--- config.mk ---
export PLATFORM = sky130hd
export DESIGN_NAME = raa_ctrl
export DESIGN_NICKNAME = d
export VERILOG_FILES = /design/src/rtl/raa_pkg.sv /design/src/rtl/raa_ctrl.sv
export SDC_FILE = /design/constraint.sdc
export NUM_CORES = 1
export LEC_CHECK = 0
export ABC_AREA = 0
export BUFFER_PORTS_ARGS = -buffer_cell sky130_fd_sc_hd__buf_2
export CAP_MARGIN = 25
export CORE_ASPECT_RATIO = 1.2
export CORE_UTILIZATION = 50
export DETAILED_ROUTE_END_ITERATION = 10
export PLACE_DENSITY = 0.72
export SETUP_SLACK_MARGIN = 0.5
export SLEW_MARGIN = 20
export SYNTH_ARGS = -nofsm -noshare
export SYNTH_HDL_FRONTEND = slang
export SYNTH_SLANG_ARGS = --single-unit
--- constraint.sdc ---
create_clock -name clk -period 2.25 [get_ports clk]
set_clock_uncertainty 0.1 [all_clocks]
set_input_delay 0.225 -clock clk [delete_from_list [all_inputs] [get_ports clk]]
set_output_delay 0.225 -clock clk [all_outputs]
set_load 0.02 [all_outputs]
--- src/rtl/raa_pkg.sv ---
// Shared types, constants and codes for the rectangle area allocator.
package raa_pkg;

  localparam int MAX_FREE_DEF = 64;
  localparam int CRD_W        = 15;
  localparam int CFG_IDX_W    = 3;

  typedef logic [CRD_W-1:0]   crd_t;
  typedef logic [CRD_W:0]     crd_ext_t;
  typedef logic [2*CRD_W-1:0] area_t;

  localparam crd_t CRD_MAX  = '1;
  localparam crd_t BASE_RST = 15'd1024;

  localparam logic [CFG_IDX_W-1:0] REG_BASE_W = 3'd0;
  localparam logic [CFG_IDX_W-1:0] REG_BASE_H = 3'd1;
  localparam logic [CFG_IDX_W-1:0] REG_MAX_W  = 3'd2;
  localparam logic [CFG_IDX_W-1:0] REG_MAX_H  = 3'd3;
  localparam logic [CFG_IDX_W-1:0] REG_FAST   = 3'd4;

  localparam logic CMD_ALLOC   = 1'b0;
  localparam logic CMD_RESERVE = 1'b1;

  typedef struct packed {
    crd_t l;
    crd_t t;
    crd_t r;
    crd_t b;
  } rect_t;

  typedef enum logic [4:0] {
    ST_INIT, ST_IDLE, ST_SRCH_RD, ST_SRCH_EV, ST_SRCH_END, ST_GROW,
    ST_FAST_MOD, ST_FAST_PUSH, ST_SP_INIT, ST_KA_RD, ST_KA_EV, ST_KB_INIT,
    ST_KB_RD, ST_KB_EV, ST_SP_SWAP, ST_CL_INIT, ST_CL_XRD, ST_CL_XLD,
    ST_CL_YRD, ST_CL_YEV, ST_CL_XEND, ST_CL_SWAP, ST_FINISH
  } state_t;

  typedef enum logic [4:0] {
    OP_NOP, OP_INIT, OP_START, OP_RD_I, OP_SRCH_EV, OP_SET_RES, OP_GROW,
    OP_FAST_MOD, OP_FAST_PUSH, OP_PASS_INIT, OP_KEEP, OP_IDX_CLR,
    OP_PUSH_STEP, OP_SWAP, OP_XLOAD, OP_RD_J, OP_CMP, OP_XEND, OP_FINISH
  } op_t;

  typedef struct packed {
    op_t op;
  } dp_cmd_t;

  typedef struct packed {
    logic cnt_zero;
    logic i_last;
    logic j_last;
    logic found;
    logic can_grow;
    logic fast;
    logic is_reserve;
    logic cut;
    logic ev_done;
    logic out_busy;
  } dp_stat_t;

endpackage

--- src/rtl/raa_ctrl.sv ---
// Sequencer for search, growth, guillotine cut, split and cleanup passes of the allocator.
module raa_ctrl (
  input  logic              clk,
  input  logic              rst_n,
  input  logic              in_valid,
  output logic              in_ready,
  input  raa_pkg::dp_stat_t stat,
  output raa_pkg::dp_cmd_t  cmd
);

  raa_pkg::state_t state_r, state_nxt;

  always_ff @(posedge clk) begin
    if (!rst_n) begin
      state_r <= raa_pkg::ST_INIT;
    end else begin
      state_r <= state_nxt;
    end
  end

  // next state
  always_comb begin
    state_nxt = state_r;
    case (state_r)
      raa_pkg::ST_INIT:      state_nxt = raa_pkg::ST_IDLE;
      raa_pkg::ST_IDLE:      if (in_valid) state_nxt = raa_pkg::ST_SRCH_RD;
      raa_pkg::ST_SRCH_RD:   state_nxt = stat.cnt_zero ? raa_pkg::ST_SRCH_END
                                                       : raa_pkg::ST_SRCH_EV;
      raa_pkg::ST_SRCH_EV:   state_nxt = stat.i_last ? raa_pkg::ST_SRCH_END
                                                     : raa_pkg::ST_SRCH_RD;
      raa_pkg::ST_SRCH_END: begin
        if (stat.is_reserve) begin
          state_nxt = stat.found ? raa_pkg::ST_SP_INIT : raa_pkg::ST_FINISH;
        end else if (stat.found) begin
          state_nxt = stat.fast ? raa_pkg::ST_FAST_MOD : raa_pkg::ST_SP_INIT;
        end else begin
          state_nxt = stat.can_grow ? raa_pkg::ST_GROW : raa_pkg::ST_FINISH;
        end
      end
      raa_pkg::ST_GROW:      state_nxt = raa_pkg::ST_SRCH_RD;
      raa_pkg::ST_FAST_MOD:  state_nxt = stat.cut ? raa_pkg::ST_FAST_PUSH
                                                  : raa_pkg::ST_FINISH;
      raa_pkg::ST_FAST_PUSH: state_nxt = raa_pkg::ST_FINISH;
      raa_pkg::ST_SP_INIT:   state_nxt = raa_pkg::ST_KA_RD;
      raa_pkg::ST_KA_RD:     state_nxt = raa_pkg::ST_KA_EV;
      raa_pkg::ST_KA_EV:     state_nxt = stat.i_last ? raa_pkg::ST_KB_INIT
                                                     : raa_pkg::ST_KA_RD;
      raa_pkg::ST_KB_INIT:   state_nxt = raa_pkg::ST_KB_RD;
      raa_pkg::ST_KB_RD:     state_nxt = raa_pkg::ST_KB_EV;
      raa_pkg::ST_KB_EV: begin
        if (stat.ev_done) begin
          state_nxt = stat.i_last ? raa_pkg::ST_SP_SWAP : raa_pkg::ST_KB_RD;
        end
      end
      raa_pkg::ST_SP_SWAP:   state_nxt = raa_pkg::ST_CL_INIT;
      raa_pkg::ST_CL_INIT:   state_nxt = stat.cnt_zero ? raa_pkg::ST_CL_SWAP
                                                       : raa_pkg::ST_CL_XRD;
      raa_pkg::ST_CL_XRD:    state_nxt = raa_pkg::ST_CL_XLD;
      raa_pkg::ST_CL_XLD:    state_nxt = raa_pkg::ST_CL_YRD;
      raa_pkg::ST_CL_YRD:    state_nxt = raa_pkg::ST_CL_YEV;
      raa_pkg::ST_CL_YEV:    state_nxt = stat.j_last ? raa_pkg::ST_CL_XEND
                                                     : raa_pkg::ST_CL_YRD;
      raa_pkg::ST_CL_XEND:   state_nxt = stat.i_last ? raa_pkg::ST_CL_SWAP
                                                     : raa_pkg::ST_CL_XRD;
      raa_pkg::ST_CL_SWAP:   state_nxt = raa_pkg::ST_FINISH;
      raa_pkg::ST_FINISH:    if (!stat.out_busy) state_nxt = raa_pkg::ST_IDLE;
      default:               state_nxt = raa_pkg::ST_INIT;
    endcase
  end

  // outputs
  always_comb begin
    cmd.op   = raa_pkg::OP_NOP;
    in_ready = 1'b0;
    case (state_r)
      raa_pkg::ST_INIT:      cmd.op = raa_pkg::OP_INIT;
      raa_pkg::ST_IDLE: begin
        in_ready = 1'b1;
        if (in_valid) cmd.op = raa_pkg::OP_START;
      end
      raa_pkg::ST_SRCH_RD:   if (!stat.cnt_zero) cmd.op = raa_pkg::OP_RD_I;
      raa_pkg::ST_SRCH_EV:   cmd.op = raa_pkg::OP_SRCH_EV;
      raa_pkg::ST_SRCH_END:  cmd.op = raa_pkg::OP_SET_RES;
      raa_pkg::ST_GROW:      cmd.op = raa_pkg::OP_GROW;
      raa_pkg::ST_FAST_MOD:  cmd.op = raa_pkg::OP_FAST_MOD;
      raa_pkg::ST_FAST_PUSH: cmd.op = raa_pkg::OP_FAST_PUSH;
      raa_pkg::ST_SP_INIT:   cmd.op = raa_pkg::OP_PASS_INIT;
      raa_pkg::ST_KA_RD:     cmd.op = raa_pkg::OP_RD_I;
      raa_pkg::ST_KA_EV:     cmd.op = raa_pkg::OP_KEEP;
      raa_pkg::ST_KB_INIT:   cmd.op = raa_pkg::OP_IDX_CLR;
      raa_pkg::ST_KB_RD:     cmd.op = raa_pkg::OP_RD_I;
      raa_pkg::ST_KB_EV:     cmd.op = raa_pkg::OP_PUSH_STEP;
      raa_pkg::ST_SP_SWAP:   cmd.op = raa_pkg::OP_SWAP;
      raa_pkg::ST_CL_INIT:   cmd.op = raa_pkg::OP_PASS_INIT;
      raa_pkg::ST_CL_XRD:    cmd.op = raa_pkg::OP_RD_I;
      raa_pkg::ST_CL_XLD:    cmd.op = raa_pkg::OP_XLOAD;
      raa_pkg::ST_CL_YRD:    cmd.op = raa_pkg::OP_RD_J;
      raa_pkg::ST_CL_YEV:    cmd.op = raa_pkg::OP_CMP;
      raa_pkg::ST_CL_XEND:   cmd.op = raa_pkg::OP_XEND;
      raa_pkg::ST_CL_SWAP:   cmd.op = raa_pkg::OP_SWAP;
      raa_pkg::ST_FINISH:    if (!stat.out_busy) cmd.op = raa_pkg::OP_FINISH;
      default:               cmd.op = raa_pkg::OP_NOP;
    endcase
  end

endmodule

; Word-level counts from Yosys, hierarchy flattened
; Cells that the tools add are included.
[totals]
ff_bits = 5
elab_cells = 54
output_inout_bits = 6
inputBits = 13
[classes]
mux = 22
reduce_logical = 6
n_eq_ne = 25
[op_table]
columns = op, n
row1 = $pmux 5 s22, 1
row2 = $pmux 5 s19, 1
row3 = $mux 5, 9
row4 = $eq 5x4->1 const B, 8
row5 = $eq 5x5->1 const B, 7
row6 = $eq 5x3->1 const B, 4
row7 = $mux 3, 5
row8 = $eq 5x2->1 const B, 2
row9 = $mux 2, 4
row10 = $ne 2x2->1 const B, 3
row11 = $reduce_or 2->1, 3
row12 = $eq 5x1->1 const B, 1
row13 = $logic_not 5->1, 1
row14 = $mux 4, 1
row15 = $reduce_and 3->1, 1
row16 = $reduce_or 3->1, 1
row17 = $mux 1, 1

; Longest topological paths before layout
[logic_depth]
word_depth = 4
mapped_depth = 7
depth_no_buf = 5

; Least setup slack after synthesis
; OpenSTA, ideal clock, no wires.
[synth_timing]
kind = reg-to-output
from = register state_r[2]
to = output cmd[0] in the netlist's numbering
path_buffers = 2
required_time_ns = 1.925
setup_slack_ns = 0.382
stages_incl_launch_ff = 7
t_arrival_ns = 1.543
cell_sequence = dfxtp_1 buf_2 buf_1 nand2_1 a211oi_1 a21oi_1 a21oi_1
[synth_rtl]
columns = item, line_no
row1 = start: declaration, raa_ctrl.sv:11  ; raa_pkg::state_t state_r, state_nxt;
row2 = start signal: assignment, raa_ctrl.sv:15  ; state_r <= raa_pkg::ST_INIT;
row3 = start signal: assignment, raa_ctrl.sv:17  ; state_r <= state_nxt;
row4 = end: declaration, raa_ctrl.sv:8  ; output raa_pkg::dp_cmd_t cmd

; Worst setup path in the final report
[layout_timing]
from = register state_r[2]
to = register state_r[2]
[layout_via]
elab_chain_cells = 3
word_cells_on_any_way = 29
cone_classes = 25 x eq/ne / 1 x mux / 3 x reduce/logical
[layout_lines]
columns = item, line_no
row1 = $eq 5x5->1 (tied with other cells), raa_ctrl.sv:24  ; case (state_r)
row2 = $reduce_or 2->1 (no line) / $ne 2x2->1 (equally long branches), n/a
row3 = $pmux 5 s22 / $reduce_and 3->1 (equally long branches), n/a
; Parallel ways exist; a longest one is shown, timed or not.
; A chain may end at the register's enable or synchronous reset.

==> results.txt <==
Setup TNS -> 0 ns
Most used DFF post-synth -> dfxtp_1
Final hold vios -> 0
Final setup violation count -> 0
Largest net degree at the start of global routing -> 16
H-tree lvl count -> 1
Static leakage -> 0.000533 uW
Vias -> 1,341
Max-cap violation count -> 0
Root Driver -> clkbuf_4
Largest registers -> state_r x5
Cell with the most instances after synthesis -> a21oi_1
Critical path class -> flop to flop
Yosys cell types -> 45
Post-synth net total -> 142
Vert. Die Dim -> 47.1 um
Startpoint Class -> flop
Antenna violations before repair -> 0
Yosys warns -> 0
Site row count -> 15
TritonCTS clock tree -> built
Sequential area share after synthesis -> 0.118
Worst Tran Pin Value -> 0.402 ns
Register bit total from synthesis -> 5
Max FO, Critical Path -> 6
Congestion Overflow GR -> 0
Top post-synthesis cells by area -> dfxtp_1 (12%), a21oi_1 (7.7%), o21ai_0 (4.7%)
Largest Register -> state_r
DR DRC count -> 0
Cell taking the most area after synthesis -> dfxtp_1
Drt total wl -> 4070 um
Top post-synthesis cells by count -> a21oi_1 (13), nor2_1 (9), nand2_1 (8), o21ai_0 (8)
RSZ-0062 raised after global routing -> yes
Initial DRC count -> 144
Fillers -> 76
Clk Latency, worst-skew pair -> 0.24 ns
First-pass GRT wire length -> 5500 um
Core area -> 1500 um2
Design area -> 1320 um2
Final Util -> 0.882
Worst vdd ir -> 1.08 mV
Crit end category -> flop
GPL Wtd Cong -> 0.914
Worst Path Arrival -> 1.95 ns
Max FFs per register -> 5
Top cell type's share of synthesized area -> 0.118
Hold depth -> 2
Antenna fix cells -> 0
R2R cell count -> 6
Share of cells above drive strength 1 -> 0.503
Fin crit period -> 1.93 ns
Clk sinks -> 5
Drt pass-1 iters -> 5
Worst-case clock buffer depth -> 2
DP HPWL -> 2020 um
Post-synth ARST share -> 0
Crit path required time -> 2.28 ns
Outcome -> completed
I/O pins -> 19
Starting density of the core -> 0.565
Vias per cell -> 7.45
Post-synth EDFFs -> 0
Cts hold-fix bufs -> 0
Fmax -> 519 MHz
DR WL/cell -> 22.6 um
Syn Inst Count -> 129
Cell area after synthesis -> 848 um2
Hold Path Class -> input port to flop
Vias in the first global route -> 1,162
Dpl cell area -> 998 um2
Area delta synth->final -> 56.0%
CTS buffer count -> 3
Final period util -> 0.856
Synthesized area per cell -> 6.58 um2
Layout net count -> 177
Clk slew on worst S/H paths -> 0.04 ns
Die Wd -> 39.6 um
DIE AREA -> 1870 um2
PwrDens -> 1310 nW/um2
Final Slew Violations -> 0
Relative slew slack -> 0.728
I/O Buffers -> 18
Antenna viol nets, final -> 0
GRT Overall Usage -> 0.432
area by class of cell:
cell class	instances	area, um2	share of cell area
clock buffers	4	26.3	0.0198
repair buffers	45	344	0.260
well taps	17	21.3	0.0161
inverters	4	20.0	0.0151
flip-flops and latches	5	113	0.0851
multi-input cells	105	800	0.604
power by group:
group          switching [uW]  internal (uW)
sequential               48.1            130
combinational             814            633
clock                    36.7           67.1
what timing repair did:
action,4_1_cts,5_1_grt
setup endpoints to repair,9,9
pin swaps,9,7
buffers inserted,14,1
gates resized for setup,39,13
routing by layer:
metal,routed length (um),global-route usage,up-vias
met5,0,0,-
met4,367,0.283,0
met3,526,0.0995,45
met2,1790,0.659,145
met1,1390,0.537,594
li1,-,-,557
cell usage in the layout, fill, tap and decap left out, types with 2 or more instances in the layout:
master and instances:
o22ai_1 4, buf_4 20, nand2b_1 4, nand2b_4 2, o21ai_2 2, buf_6 11, nor2_1 5, a31oi_1 4
inv_2 2, buf_2 14, nand2_2 3, a21oi_2 2, o22ai_2 2, a211oi_2 2, nor3_1 4, or3_4 2
dfxtp_4 3, nand3_1 3, and3_1 3, o21ai_1 4, a32o_1 2, o21ai_0 6, or3b_1 2, nor2_4 2
nor2_2 2, clkbuf_4 3, a21oi_1 11, nand3b_1 3, nand2_1 5
critical path, cell delays in order (launching register included):
cell,delay [ns]
dfxtp_4,0.38
buf_4,0.19
nor2_2,0.08
a32o_1,0.25
o311ai_0,0.40
nand3_1,0.17
a32o_1,0.24
per-stage QoR:
stage                     instances  hold slack [ns]  worst slack (ns)  total power, uW
after floorplan                 129            0.247             0.485              879
after global placement          161            0.406             0.297             1120
after detailed placement        161            0.407             0.323             1130
after CTS                       179            0.148             0.419             1540
after global routing            180            0.171             0.292             1790
final                           180            0.178             0.325             1730
path summary, 6_finish.rpt:
| check | start | end | slack, ns |
|---|---|---|---|
| max | state_r[2] | state_r[2] | 0.32 |
| min | rst_n | state_r[4] | 0.18 |
| max reg2reg | state_r[2] | state_r[2] | 0.32 |
| min reg2reg | state_r[3] | state_r[4] | 0.72 |
kinds of logic (layout without fill, tap and decap cells):
| logic type | after synthesis | count (layout) | synth area share |
|---|---|---|---|
| simple gates | 49 | 49 | 0.326 |
| xor+xnor | 1 | 1 | 0.0103 |
| compound gates | 54 | 54 | 0.432 |
| buf+inv | 19 | 53 | 0.102 |
| flops | 5 | 5 | 0.118 |
| mux | 1 | 1 | 0.0118 |
Power figures use the tool's default switching activity.
